`config.mk`:
```
export PLATFORM = sky130hd
export DESIGN_NAME = lzd_queue
export DESIGN_NICKNAME = d
export VERILOG_FILES = /design/src/lzd_queue.sv
export SDC_FILE = /design/constraint.sdc
export NUM_CORES = 1
export LEC_CHECK = 0
export BUFFER_PORTS_ARGS = -buffer_cell sky130_fd_sc_hd__buf_2
export CAP_MARGIN = 20
export CELL_PAD_IN_SITES_DETAIL_PLACEMENT = 0
export CELL_PAD_IN_SITES_GLOBAL_PLACEMENT = 1
export CORE_ASPECT_RATIO = 0.7
export CORE_MARGIN = 2
export CORE_UTILIZATION = 50
export DETAILED_ROUTE_END_ITERATION = 10
export PLACE_DENSITY = 0.87
export SYNTH_ARGS = -nofsm -noshare
export SYNTH_HDL_FRONTEND = slang
export SYNTH_SLANG_ARGS = --single-unit
```
`constraint.sdc`:
```
create_clock -name aclk -period 5.7 [get_ports aclk]
set_input_delay 1.14 -clock aclk [delete_from_list [all_inputs] [get_ports aclk]]
set_output_delay 1.14 -clock aclk [all_outputs]
set_load 0.01 [all_outputs]
```
`src/lzd_queue.sv`:
```
// Small register queue that carries commands from the front end to the back end.
// Depends on nothing; the entry width is set by the instantiating module.
module lzd_queue #(
    parameter int unsigned WIDTH = 8,
    parameter int unsigned DEPTH = 4
) (
    input  logic             aclk,
    input  logic             aresetn,
    input  logic             push,
    input  logic [WIDTH-1:0] push_data,
    output logic             full,
    input  logic             pop,
    output logic [WIDTH-1:0] head,
    output logic             empty
);

    localparam int unsigned PW = (DEPTH > 1) ? $clog2(DEPTH) : 1;
    localparam int unsigned CW = $clog2(DEPTH + 1);

    logic [WIDTH-1:0] entry_reg [DEPTH];
    logic [PW-1:0]    wr_ptr_reg, wr_ptr_next;
    logic [PW-1:0]    rd_ptr_reg, rd_ptr_next;
    logic [CW-1:0]    count_reg, count_next;
    logic             do_push, do_pop;

    assign full    = (count_reg == CW'(DEPTH));
    assign empty   = (count_reg == '0);
    assign do_push = push && !full;
    assign do_pop  = pop && !empty;
    assign head    = entry_reg[rd_ptr_reg];

    always_comb begin
        wr_ptr_next = wr_ptr_reg;
        rd_ptr_next = rd_ptr_reg;
        count_next  = count_reg;
        if (do_push) begin
            wr_ptr_next = (wr_ptr_reg == PW'(DEPTH - 1)) ? '0 : wr_ptr_reg + PW'(1);
        end
        if (do_pop) begin
            rd_ptr_next = (rd_ptr_reg == PW'(DEPTH - 1)) ? '0 : rd_ptr_reg + PW'(1);
        end
        if (do_push && !do_pop) begin
            count_next = count_reg + CW'(1);
        end else if (do_pop && !do_push) begin
            count_next = count_reg - CW'(1);
        end
    end

    always_ff @(posedge aclk) begin
        if (!aresetn) begin
            wr_ptr_reg <= '0;
            rd_ptr_reg <= '0;
            count_reg  <= '0;
        end else begin
            wr_ptr_reg <= wr_ptr_next;
            rd_ptr_reg <= rd_ptr_next;
            count_reg  <= count_next;
        end
    end

    always_ff @(posedge aclk) begin
        if (do_push) begin
            entry_reg[wr_ptr_reg] <= push_data;
        end
    end

endmodule

```
Word-level counts from Yosys, hierarchy flattened --
Memories as Yosys holds them, arrays and structs flattened. A register that Yosys moved wholly into a read port is not among the register bits. Index checks and enable logic that the tools add are counted.
Storage, ports and cells: flip-flop bits (word level) 7, bits in writable memories 32, output and inout port bits 10, word-level logic and storage cells 29, memories kept 1
Memories:
- entry_reg | depth 4, width 8, rd ports 1, clocked after Yosys merged registers in 1, write ports 1, RTL line 20 | logic [WIDTH-1:0] entry_reg [DEPTH];
Operators by class: $add $sub $neg 4, equality and inequality tests 3, muxes and demuxes 8, reduce and logical (&&, ||, !) cells 10
Operators by type and width (number):
- two-way mux 2 bit | 4
- two-way mux 3 bit | 2
- adder 2 x 1 -> 2 bit, second input constant | 2
- == test 2 bit, second input constant | 2
- logical AND 1 bit | 4
- zero test 1 bit | 4
- adder 3 x 1 -> 3 bit, second input constant | 1
- == test 3 bit, second input constant | 1
- zero test 3 bit | 1
- subtractor 3 x 1 -> 3 bit, second input constant | 1
- two-way mux 1 bit | 2
- nonzero test 2 bit | 1

Longest topological paths before layout --
depth in word-level cells 7, mapped depth 9, mapped depth without buffers 8

Worst setup path after synthesis --
No wires, ideal clock.
kind input to register, from input port push, to register count_reg[2], library setup time 76 ps, arrival time 2564 ps, data required time 5624 ps, setup slack 3061 ps, cell stages on the path 8, path buffers 1, cell sequence nor2b_1 > buf_2 > ha_1 > inv_1 > fa_1 > xor2_1 > or3_1 > a21boi_0
Between the ends: cells in the longest elaborated chain, start to end 4, elaborated cells between the ends (all ways) 6, classes of those cells mux: 1; reduce/logical: 5
Ends and longest elaborated chain:
- start: declaration | RTL line 9 | input logic push,
- logical AND 1 bit * | RTL line 28 | assign do_push = push && !full;
- named net do_push | RTL line 24 | logic do_push, do_pop;
- zero test 1 bit | RTL line 44 | end else if (do_pop && !do_push) begin
- logical AND 1 bit | RTL line 44
- nonzero test 2 bit (no line)
- end signal: assignment | RTL line 57 | count_reg <= count_next;
- end: declaration | RTL line 23 | logic [CW-1:0] count_reg, count_next;
The timed path passes the listed nets; every way through them passes the cells marked *. A chain may end at the register's enable or synchronous reset.

==> impl_results.md <==
* Slowest stage delay, CP at 0.66 ns
* Peak supply drop at 152 uV
* Part of the power in combinational logic at 0.243
* Post-synthesis cell area at 1630 um^2
* Number of buffers created by CTS at 5
* Clk buf depth at 2
* Die H at 51.8 um
* Register Area at 1140 um^2
* R2R Path End: count_reg[2]
* Fraction of layout cells with a size suffix above 1 at 0.314
* Critical Path End Type: output pin
* Crit-path cells: mux4_2, buf_2
* Internal power at 553 uW
* Sw frac at 0.284
* Crit path max-delay cell type: dfxtp_1
* Post-place instance area at 1770 um^2
* Synth Area in Adders at 0.0583
* Design Power at 772 uW
* Synth unique cells at 23
* H-tree depth at 2
* Finished Cell Area at 1850 um^2
* DRT iter0 DRCs at 60
* Xor-xnor portion of the synthesized cell area at 0.0107
* Max reg flops at 32
* Relative slew slack at 0.587
* Max cap viols at 0
* PD cells at 418 nW/um^2
* Crit Path Max Fanout at 8
* Crit path arrival time at 1.69 ns
* Detail Route Antenna Nets at 0
* RSZ-0062 raised after global routing: no
* Met3 GRT Util at 0.0581
* Clock transition at path regs at 0.08 ns
* Die area at 3740 um^2
* Slew at the pin closest to its max-slew limit at 0.614 ns
* Post-Route Utilization at 0.591
* Inserted Diodes at 0
* CTS Sinks at 41
* Largest net degree at the start of global routing at 13
* Seq/Total Area, Yosys at 0.700
* Post-Syn Area per Cell at 17.5 um^2
* Drt via density at 5.33
* Latest clock arrival within the worst-skew pair at 0.28 ns
* Hold_buf cts at 0
* Worst-case hold path end point: wr_ptr_reg[1]
* Routing usage on met2 at 0.269
* Worst hold stages at 2
* HP Start: wr_ptr_reg[1]
* GRT busiest layer: met2
* Routed WL per cell at 15.6 um
* Register-to-register setup slack at 3.31 ns
* Worst R2R Path Depth at 7
* Yosys warning count at 0
* Worst reg2reg path startpoint: count_reg[0]
* Routed via count at 831
* WS Path Type: reg2out
* Total global routing overflow at 0
* Seq cells post-synth at 41
* Asr flop ratio synth at 0
* Met1 Track Usage GR at 0.165
* # port buffers at 21
* Detailed Place HPWL at 1720 um
* Residual DRC at 0
* Ys flop type: edfxtp_1
* Worst clock skew at 0.00515 ns
* Die width at 72.3 um
* Largest family of logic cells by synthesized area: multiplexers
* Resize count post-CTS at 0
* Pins Over Slew Limit at 0
* Mapped Cells at 93
* LEAKAGE at 0.677 nW
* Detailed Route WL at 2440 um
* Number of flops mapped to enable cells by yosys at 32
* Compound-cell area share of the yosys netlist at 0.0184
* Fin crit share at 0.497
* Worst Path Required at 4.56 ns
* Postcts setup bufs at 0
* Status: finished clean
* Filler cell count at 244
* Setup violators final at 0
* Drt first pass iters at 4
* Seq pwr share at 0.527
* Final Hold Viols at 0
* Vias in the first global route at 879
* GPL Wtd Cong at 0.759
* Area grow syn2layout at 13.4%
* Core Footprint at 3130 um^2
* Mux cell area share after synthesis at 0.129
* GRT Total Usage at 0.152
* Synth area leader: edfxtp_1
* Global-route wire length before repair at 3910 um
* CTS tree: yes
* Area contributors post-synth: edfxtp_1, dfxtp_1, mux4_2
* Clock power frac at 0.229
* HP Class: reg2reg
* Hold Slack at 0.511 ns
* Initial Util at 0.521
* Multi-input logic area at 460 um^2
* Fin crit period at 2.83 ns
* Max Fclk at 0.353 GHz
* Final #Nets at 136
* Post-Synth Simple-Gate Area at 0.0660
* Initial antenna violation count at 0
* Crit start category: register
* Yosys top cell area share at 0.589
* CTS Root Cell: clkbuf_8
* Setup TNS at 0 ns
* P_sw at 220 uW
* # IOs at 22
* Row count at 17
* Syn nets at 112
how the worst max path moves through the flow:
stage	startpoint	slack, ns	cells after the start	endpoint
after CTS	register	2.82	2	head[5]
after global placement	push	2.77	8	count_reg[2]
after global routing	register	2.74	2	head[5]
after floorplan	push	3.06	8	count_reg[2]
final	register	2.87	2	head[5]
after detailed placement	push	2.67	8	count_reg[2]
area by class of cell:
| class | instances | share of cell area |
|---|---|---|
| Clock buffer | 6 | 0.0393 |
| Clock inverter | 2 | 0.00542 |
| Inverter | 3 | 0.00609 |
| Multi-Input combinational cell | 45 | 0.249 |
| Sequential cell | 41 | 0.617 |
| Tap cell | 38 | 0.0257 |
| Timing Repair Buffer | 21 | 0.0569 |
power by group through the flow:
stage                     combinational (mW)  clock (mW)  sequential (mW)
after floorplan                        0.152           0            0.392
after global placement                 0.186           0            0.413
after detailed placement               0.190           0            0.416
after CTS                              0.191       0.181            0.409
after global routing                   0.209       0.193            0.416
final                                  0.188       0.177            0.407
synthesized netlist by cell type, drive strengths merged, types with 2 or more instances:
cell	count
and2	5
buf	3
dfxtp	9
edfxtp	32
ha	6
inv	3
mux2i	3
mux4	8
nand2	6
nand3	2
nor2	2
nor2b	2
o21ai	3
placed cells by master (no fill, tap or decap):
master / synthesis / routed
a21boi_0: 1 / 1
and2_1: 5 / 5
buf_2: 2 / 21
clkbuf_1: 1 / 1
clkbuf_8: 0 / 5
clkinv_2: 0 / 2
dfxtp_1: 9 / 9
edfxtp_1: 32 / 32
fa_1: 1 / 1
ha_1: 6 / 6
inv_1: 3 / 3
mux2i_1: 3 / 3
mux4_2: 8 / 8
nand2_1: 6 / 6
nand3_1: 2 / 2
nor2_1: 2 / 2
nor2b_1: 2 / 2
nor3_1: 1 / 1
nor3b_2: 1 / 1
o21ai_0: 3 / 3
o31ai_1: 1 / 1
or3_1: 1 / 1
xnor2_1: 1 / 1
xor2_1: 1 / 1
per-layer routing:
metal | wire length (um) | vias up
met5 | 0 | -
met4 | 34 | 0
met3 | 118 | 6
met2 | 1280 | 15
met1 | 1000 | 415
li1 | - | 395
cells by family after synthesis:
group,Yosys count
simple gates,20
fa+ha+maj,7
compound gates,5
flops,41
buf+inv,7
xor+xnor,2
mux,11
critical path, delay by kind of cell, from the launching register on:
kind                   cells  cell delay, ns
buffers and inverters      1            0.16
DFF                        1            0.66
muxes                      1            0.59
metrics by stage:
stage                     setup WS (ns)  instances
final                              2.87        156
after detailed placement           2.67        148
after CTS                          2.82        156
after floorplan                    3.06         93
after global placement             2.77        148
after global routing               2.74        156
(Power assumes the default switching activity.)
