--- src/lzd_pkg.sv ---
// Shared types and constants for the LZ byte-stream decompressor.
// Depends on nothing; the files that use it refer to it by scoped names.
package lzd_pkg;

    // Default sizes, handed down through the top-level parameters.
    localparam int unsigned HISTORY_DEPTH_DEF = 65536;
    localparam int unsigned QUEUE_DEPTH_DEF   = 4;

    // Address fields in a command are sized for the deepest history allowed.
    localparam int unsigned ADDR_MAX_W = 20;

    localparam logic [7:0] CTRL_COPY_BIT  = 8'h80;
    localparam logic [7:0] CTRL_SHORT_BIT = 8'h40;
    localparam logic [7:0] CTRL_LEN_MASK  = 8'h3f;

    typedef enum logic [1:0] {
        STATUS_DATA     = 2'd0,
        STATUS_BAD_DIST = 2'd1,
        STATUS_OVERFLOW = 2'd2
    } status_t;

    typedef enum logic [1:0] {
        CMD_LIT  = 2'd0,
        CMD_COPY = 2'd1,
        CMD_ERR  = 2'd2
    } cmd_kind_t;

    typedef struct packed {
        logic [7:0] data_byte;
        logic       stream_start;
    } in_item_t;

    typedef struct packed {
        logic [7:0] out_byte;
        status_t    status;
        logic       run_last;
    } out_item_t;

    // One unit of work for the back end.
    typedef struct packed {
        cmd_kind_t             kind;
        logic [7:0]            value;
        status_t               status;
        logic [ADDR_MAX_W-1:0] src;
        logic [ADDR_MAX_W-1:0] dst;
        logic [6:0]            len;
    } cmd_t;

endpackage

--- src/lzd_front.sv ---
// Front end: accepts compressed bytes, tracks the parse state and output position,
// checks distance and size, and issues commands for literals, copies and errors. Uses lzd_pkg.
module lzd_front #(
    parameter int unsigned HISTORY_DEPTH = lzd_pkg::HISTORY_DEPTH_DEF
) (
    input  logic             aclk,
    input  logic             aresetn,
    input  logic             in_valid,
    output logic             in_ready,
    input  lzd_pkg::in_item_t in_item,
    input  logic [31:0]      output_size,
    output logic             cmd_push,
    output lzd_pkg::cmd_t    cmd,
    input  logic             cmd_full
);

    localparam int unsigned AW  = $clog2(HISTORY_DEPTH);
    localparam int unsigned AW1 = AW + 1;

    typedef enum logic [3:0] {
        PM_CTRL  = 4'b0001,
        PM_LIT   = 4'b0010,
        PM_DLAST = 4'b0100,
        PM_DHIGH = 4'b1000
    } parse_mode_t;

    parse_mode_t parse_mode_reg, parse_mode_next;
    logic [7:0]  lit_left_reg, lit_left_next;
    logic [6:0]  copy_len_reg, copy_len_next;
    logic [7:0]  dist_high_reg, dist_high_next;
    logic [31:0] wpos_reg, wpos_next;
    logic [AW-1:0] wmod_reg, wmod_next;
    logic        halted_reg, halted_next;

    // Working copies after a stream start has been applied.
    parse_mode_t mode_v;
    logic [7:0]  lit_v;
    logic [6:0]  clen_v;
    logic [7:0]  dh_v;
    logic [31:0] wpos_v;
    logic [AW-1:0] wmod_v;
    logic        halt_v;

    logic [7:0]  b;
    logic        accept;
    logic [7:0]  lit_len;
    logic [32:0] lit_end, copy_end;
    logic [16:0] dist_val;
    logic [AW1-1:0] wmod_ext, dist_ext, src_ext, wmod_sum;

    assign in_ready = !cmd_full;
    assign accept   = in_valid && in_ready;
    assign b        = in_item.data_byte;

    always_comb begin
        mode_v = in_item.stream_start ? PM_CTRL : parse_mode_reg;
        lit_v  = in_item.stream_start ? 8'd0 : lit_left_reg;
        clen_v = in_item.stream_start ? 7'd0 : copy_len_reg;
        dh_v   = in_item.stream_start ? 8'd0 : dist_high_reg;
        wpos_v = in_item.stream_start ? 32'd0 : wpos_reg;
        wmod_v = in_item.stream_start ? '0 : wmod_reg;
        halt_v = in_item.stream_start ? 1'b0 : halted_reg;

        lit_len  = {1'b0, b[6:0]} + 8'd1;
        lit_end  = {1'b0, wpos_v} + 33'(lit_len);
        copy_end = {1'b0, wpos_v} + 33'(clen_v);
        dist_val = {1'b0, dh_v, b} + 17'd1;
        wmod_ext = {1'b0, wmod_v};
        dist_ext = AW1'(dist_val);
        // The history is a ring, so the source wraps around below zero.
        src_ext  = (dist_ext > wmod_ext) ? (wmod_ext + AW1'(HISTORY_DEPTH) - dist_ext)
                                         : (wmod_ext - dist_ext);
        wmod_sum = wmod_ext + AW1'(clen_v);

        parse_mode_next = parse_mode_reg;
        lit_left_next   = lit_left_reg;
        copy_len_next   = copy_len_reg;
        dist_high_next  = dist_high_reg;
        wpos_next       = wpos_reg;
        wmod_next       = wmod_reg;
        halted_next     = halted_reg;

        cmd_push   = 1'b0;
        cmd        = '0;
        cmd.kind   = lzd_pkg::CMD_LIT;
        cmd.status = lzd_pkg::STATUS_DATA;

        if (accept) begin
            parse_mode_next = mode_v;
            lit_left_next   = lit_v;
            copy_len_next   = clen_v;
            dist_high_next  = dh_v;
            wpos_next       = wpos_v;
            wmod_next       = wmod_v;
            halted_next     = halt_v;
            if (!halt_v) begin
                case (mode_v)
                    PM_CTRL: begin
                        if ((b & lzd_pkg::CTRL_COPY_BIT) == 8'd0) begin
                            if (lit_end > {1'b0, output_size}) begin
                                cmd_push      = 1'b1;
                                cmd.kind      = lzd_pkg::CMD_ERR;
                                cmd.status    = lzd_pkg::STATUS_OVERFLOW;
                                halted_next   = 1'b1;
                                lit_left_next = 8'd0;
                                copy_len_next = 7'd0;
                            end else begin
                                lit_left_next   = lit_len;
                                parse_mode_next = PM_LIT;
                            end
                        end else begin
                            copy_len_next  = 7'(b & lzd_pkg::CTRL_LEN_MASK) + 7'd1;
                            dist_high_next = 8'd0;
                            parse_mode_next = ((b & lzd_pkg::CTRL_SHORT_BIT) != 8'd0)
                                              ? PM_DLAST : PM_DHIGH;
                        end
                    end
                    PM_LIT: begin
                        cmd_push      = 1'b1;
                        cmd.kind      = lzd_pkg::CMD_LIT;
                        cmd.value     = b;
                        cmd.dst       = lzd_pkg::ADDR_MAX_W'(wmod_v);
                        wpos_next     = wpos_v + 32'd1;
                        wmod_next     = (wmod_v == AW'(HISTORY_DEPTH - 1)) ? '0
                                        : wmod_v + AW'(1);
                        lit_left_next = lit_v - 8'd1;
                        if (lit_v == 8'd1) begin
                            parse_mode_next = PM_CTRL;
                        end
                    end
                    PM_DHIGH: begin
                        dist_high_next  = b;
                        parse_mode_next = PM_DLAST;
                    end
                    PM_DLAST: begin
                        parse_mode_next = PM_CTRL;
                        cmd_push        = 1'b1;
                        if (32'(dist_val) > wpos_v) begin
                            cmd.kind      = lzd_pkg::CMD_ERR;
                            cmd.status    = lzd_pkg::STATUS_BAD_DIST;
                            halted_next   = 1'b1;
                            lit_left_next = 8'd0;
                            copy_len_next = 7'd0;
                        end else if (copy_end > {1'b0, output_size}) begin
                            cmd.kind      = lzd_pkg::CMD_ERR;
                            cmd.status    = lzd_pkg::STATUS_OVERFLOW;
                            halted_next   = 1'b1;
                            lit_left_next = 8'd0;
                            copy_len_next = 7'd0;
                        end else begin
                            cmd.kind      = lzd_pkg::CMD_COPY;
                            cmd.src       = lzd_pkg::ADDR_MAX_W'(src_ext[AW-1:0]);
                            cmd.dst       = lzd_pkg::ADDR_MAX_W'(wmod_v);
                            cmd.len       = clen_v;
                            wpos_next     = wpos_v + 32'(clen_v);
                            wmod_next     = (wmod_sum >= AW1'(HISTORY_DEPTH))
                                            ? AW'(wmod_sum - AW1'(HISTORY_DEPTH))
                                            : wmod_sum[AW-1:0];
                            copy_len_next = 7'd0;
                        end
                    end
                    default: begin
                        parse_mode_next = PM_CTRL;
                    end
                endcase
            end
        end
    end

    always_ff @(posedge aclk) begin
        if (!aresetn) begin
            parse_mode_reg <= PM_CTRL;
            lit_left_reg   <= 8'd0;
            copy_len_reg   <= 7'd0;
            dist_high_reg  <= 8'd0;
            wpos_reg       <= 32'd0;
            wmod_reg       <= '0;
            halted_reg     <= 1'b0;
        end else begin
            parse_mode_reg <= parse_mode_next;
            lit_left_reg   <= lit_left_next;
            copy_len_reg   <= copy_len_next;
            dist_high_reg  <= dist_high_next;
            wpos_reg       <= wpos_next;
            wmod_reg       <= wmod_next;
            halted_reg     <= halted_next;
        end
    end

endmodule

--- config.mk ---
export PLATFORM = sky130hd
export DESIGN_NAME = lzd_front
export DESIGN_NICKNAME = d
export VERILOG_FILES = /design/src/lzd_pkg.sv /design/src/lzd_front.sv
export SDC_FILE = /design/constraint.sdc
export NUM_CORES = 1
export LEC_CHECK = 0
export ABC_CLOCK_PERIOD_IN_PS = 26300
export BUFFER_PORTS_ARGS = -buffer_cell sky130_fd_sc_hd__buf_2
export CAP_MARGIN = 20
export CORE_AREA = 4 4 145 147
export DETAILED_ROUTE_END_ITERATION = 10
export DIE_AREA = 0 0 149 151
export PLACE_DENSITY = 0.78
export SYNTH_ARGS = -nofsm -noshare
export SYNTH_HDL_FRONTEND = slang
export SYNTH_SLANG_ARGS = --single-unit
--- constraint.sdc ---
create_clock -name aclk -period 26.3 [get_ports aclk]
set_clock_uncertainty 0.15 [all_clocks]
set_input_delay 5.26 -clock aclk [delete_from_list [all_inputs] [get_ports aclk]]
set_output_delay 5.26 -clock aclk [all_outputs]
set_load 0.02 [all_outputs]
## Yosys cells after proc, flatten, opt, wreduce, memory -nomap -nowiden

Index checks and enable logic that the tools add are counted.

- Memory bits (read-only): 0
- Output and inout bits: 61
- Latch bits: 0
- Memories: 0
- Flip-flop bits (word level): 76
- RAM bits: 0
- Word-level logic and storage cells: 98

- $lt $le $gt $ge: 5
- Divide/modulo/power cells: 0
- Mux-type cells: 62
- Reduce and logical (&&, ||, !) cells: 4
- Shift-type cells: 0
- Eq/ne operators: 6
- Add/subtract/negate cells: 14
- Multiply operators: 0
- Bitwise gates (word level): 0

Operators with widths:

| operator | number |
|---|---|
| $mux W16 | 8 |
| $mux W32 | 4 |
| $mux W59 | 2 |
| $mux W43 | 2 |
| $mux W8 | 10 |
| $gt A33 B32 Y1 | 2 |
| $pmux W32 S2 | 1 |
| $pmux W20 S2 | 1 |
| $mux W7 | 5 |
| $add A32 B7 Y33 | 1 |
| $add A32 B8 Y33 | 1 |
| $add A16 B1 Y16 const B | 2 |
| $add A32 B1 Y32 const B | 1 |
| $add A32 B7 Y32 | 1 |
| $gt A17 B32 Y1 | 1 |
| $pmux W16 S2 | 1 |
| $sub A16 B16 Y16 | 2 |
| $mux W4 | 6 |
| $pmux W8 S3 | 1 |
| $add A16 B1 Y17 const B | 1 |
| $add A16 B7 Y17 | 1 |
| $ge A17 B17 Y1 const B | 1 |
| $gt A17 B16 Y1 | 1 |
| $eq A16 B16 Y1 const B | 1 |
| 20 further kinds | 34 |

## Depth between registers and ports, before layout

- Word-level depth: 9
- Mapped depth: 28

## Worst setup path after synthesis

Ideal clock, no wire load.

- Path type: input to output
- From: input in_item[0] (netlist bit)
- To: output cmd[15] (netlist bit)
- Data arrival time: 10956 ps
- Cell stages on the path: 26
- Required time: 20890 ps
- Setup slack: 9934 ps
- Buffers on the path: 7
- Path through: clkbuf_1 -> buf_2 -> buf_1 -> clkbuf_1 -> buf_1 -> nor2b_1 -> ha_1 -> fa_1 -> maj3_1 -> nor3_1 -> o41ai_1 -> nand2_1 -> clkbuf_1 -> nor2_1 -> xnor2_1 -> nor2_1 -> ha_1 -> nand4_1 -> nor3_1 -> a211o_1 -> a2111oi_0 -> o21a_1 -> and3_4 -> o21ai_1 -> buf_2 -> nor3b_1

RTL lines:

| item | RTL line | RTL |
|---|---|---|
| start, declared | lzd_front.sv:10 | `input lzd_pkg::in_item_t in_item,` |
| end, declared | lzd_front.sv:13 | `output lzd_pkg::cmd_t cmd,` |

==> results.cfg <==
[timing]
worst-slew-pin-transition_ps = 1110
finalSetupTns_ps = 0
fin_crit_sh = 0.676
fin_ws_ps = 8520
hold_slack_ps = 342
final_max_slew_viol_count = 0
finalCriticalPeriod_ps = 17780
setup-violations-final = 0
max_freq_mhz = 56.3
finalHoldViolCount = 0
rsz0062_at_grt = no
max_slew_margin = 0.259

[placed_design]
placed_cells = 1838
dp_slack_ps = 8830
globalplace.congestion = 1.00
place_hpwl_um = 29500
io_buffers = 97
place_area_um2 = 11200

[worst_setup_path]
crit_path_frequent_cell = buf_4
worst_ep_required_time_ps = 20890
cp-start-kind = input port
critPathKind = input port to primary output
path_max_fanout = 59
max_stage_delay_ps = 700
crit_buf_inv = 6
cp.arrival_ps = 12370
worstPathCellList = buf_2, buf_4, nand2b_1, inv_1, ha_1, nor2_1, o41ai_1, nand2_1, nor3_1, nand2_1, xnor2_1, ha_1, a21oi_1, o21ai_0, a211o_1, a2111oi_0, o21a_1, buf_4, and3_4, o21ai_2, buf_4, nor3b_1, buf_2
crit_path_end_kind = primary output
crit_family = simple AND/OR/NAND/NOR gates
ff2ff_setup_slack_ps = 18950
cpMaxStageDelayCell = o41ai_1

[floorplanning]
core_um2 = 19900
dieWidth_um = 149
rows = 52
io_pins = 106
dieArea_um2 = 22500
die_y_um = 151
start_util = 0.534

[clock_network]
post_cts_buffers = 0
cts_hold_buffers = 0
clock_path_buffers = 2
clock_sinks = 76
cts_resized = 0
clk_pin_slew_ps = 60
clk_latency_ps = 350
numCtsBuffers = 9
htree_num_levels = 3
cts_tree = built
cts.root.buffer_cell = clkbuf_16

[drt]
vias = 12410
drt_pass1_iterations = 8
drc = 0
wl_um = 40400
detail_route.wl_per_cell_um = 21.8
postRouteAntennaNets = 0
drtIter0Drc = 1695
post_drt_via_cell_ratio = 6.69

[synthesis]
synthArstFlopShare = 0
ys_seq_area_frac = 0.143
avgSynthCellArea_um2 = 6.90
synth_flop_cell = dfxtp_1
synth_seq_cells = 76
netlist_area_um2 = 10600
syn_inst = 1541
yosys_warnings = 0
synth_edf_count = 0
synth_cell_types = 83

[grt]
grt-ovfl-total = 0
track_usage = 0.350
grt_pass1_wl_um = 62700
antenna_found_initial = 0
grt_max_degree = 74
grt_pass1_vias = 11593

[finish]
fin_util = 0.580
final_layout_size_suffix_gt1_frac = 0.0953
stdcell_area_um2 = 11600
diodes = 0
nets = 1750
finalNonFillerCells = 1854
n_fill_cell = 1961
syn_to_final_growth_pct = 8.70
largest_reg_flops = 32

[flow_run]
drv_cap = 0

[power]
leakagePower_nw = 5.02
p_per_area_nw_per_um2 = 32.8
vdd_drop_max_uv = 28.0
total_power_mw = 0.379

[run_status]
outcome = finished clean

[hold_path]
hold_path_class = flop to flop
cell type report:
type	instances	area, um^2	area share
multi-input combinational	1280	8360	0.724
sequential	76	1520	0.132
timing repair buffer	114	613	0.0531
inverter	98	368	0.0318
tap	270	338	0.0292
clock buffer	9	225	0.0195
clock inverter	7	125	0.0108
placed cells by master (no fill, tap or decap), drive strengths merged, types with 41 or more instances in the layout:
master / count
nor2: 135
dfxtp: 76
a31oi: 41
nor2b: 49
o21ai: 121
nand3: 58
ha: 122
nor3: 65
inv: 97
xnor2: 68
nand2: 145
a21oi: 115
buf: 114
cell usage after synthesis (12+ instances only):
library cell | n | area, um^2
and3_1 | 36 | 225
nor2b_1 | 49 | 307
a31oi_1 | 41 | 257
nand3_1 | 57 | 285
nand4_1 | 37 | 231
ha_1 | 122 | 1530
o22ai_1 | 12 | 75.1
a21oi_1 | 115 | 576
o21a_1 | 12 | 90.1
nor2_1 | 135 | 507
dfxtp_1 | 76 | 1520
nor4_1 | 21 | 131
inv_1 | 97 | 364
nor3_1 | 65 | 325
o21ai_0 | 117 | 586
xor2_1 | 30 | 263
clkbuf_1 | 56 | 210
buf_2 | 17 | 85.1
xnor2_1 | 68 | 596
nand2_1 | 144 | 541
a21o_1 | 19 | 143
worst reg2reg max path, cell delays in order (launching register included):
cell,delay [ps]
dfxtp_1,380
nor2b_1,660
fa_1,380
maj3_1,220
nor3_1,70
o41ai_1,750
nand2_1,430
nor3_1,530
nand2_1,130
xnor2_1,210
ha_1,280
a21oi_1,120
o21ai_0,100
a211o_1,330
a2111oi_0,340
o21a_1,190
buf_4,240
and3_4,620
o21ai_2,350
buf_4,280
a2111oi_0,360
nor3_1,110
final timing paths:
kind | end | cells after the start | startpoint
max | cmd[15] | 23 | in_item[0]
min reg2reg | wmod_reg[10]$_SDFFE_PN0P_ | 2 | wmod_reg[10]$_SDFFE_PN0P_
max reg2reg | wpos_reg[14]$_SDFFE_PN0P_ | 21 | wpos_reg[1]$_SDFFE_PN0P_
min | wmod_reg[10]$_SDFFE_PN0P_ | 2 | wmod_reg[10]$_SDFFE_PN0P_
cell families (layout without fill, tap and decap cells):
logic type,after synthesis,in the layout,synth area share
AO/OA/AOI/OAI,442,442,0.264
XOR/XNOR,100,100,0.0850
adder cells (fa/ha/maj),128,128,0.153
buffers and inverters,192,228,0.0738
flip-flops,76,76,0.143
multiplexers,4,4,0.00388
other,1,8,0.000353
AND/OR/NAND/NOR,598,598,0.277
power breakdown:
part	switching, mW	total [mW]	internal [mW]
clock network	0.0595	0.153	0.0936
registers	0.00713	0.127	0.120
logic	0.0650	0.0990	0.0340
total	0.132	0.379	0.247
per-layer routing:
metal | share of wire | wire length (um) | global-route usage
met1 | 0.39 | 15700 | 0.469
met2 | 0.42 | 16900 | 0.533
met5 | 0 | 0 | 0
met3 | 0.14 | 5470 | 0.0676
met4 | 0.059 | 2370 | 0.184
Power figures use the tool's default switching activity.
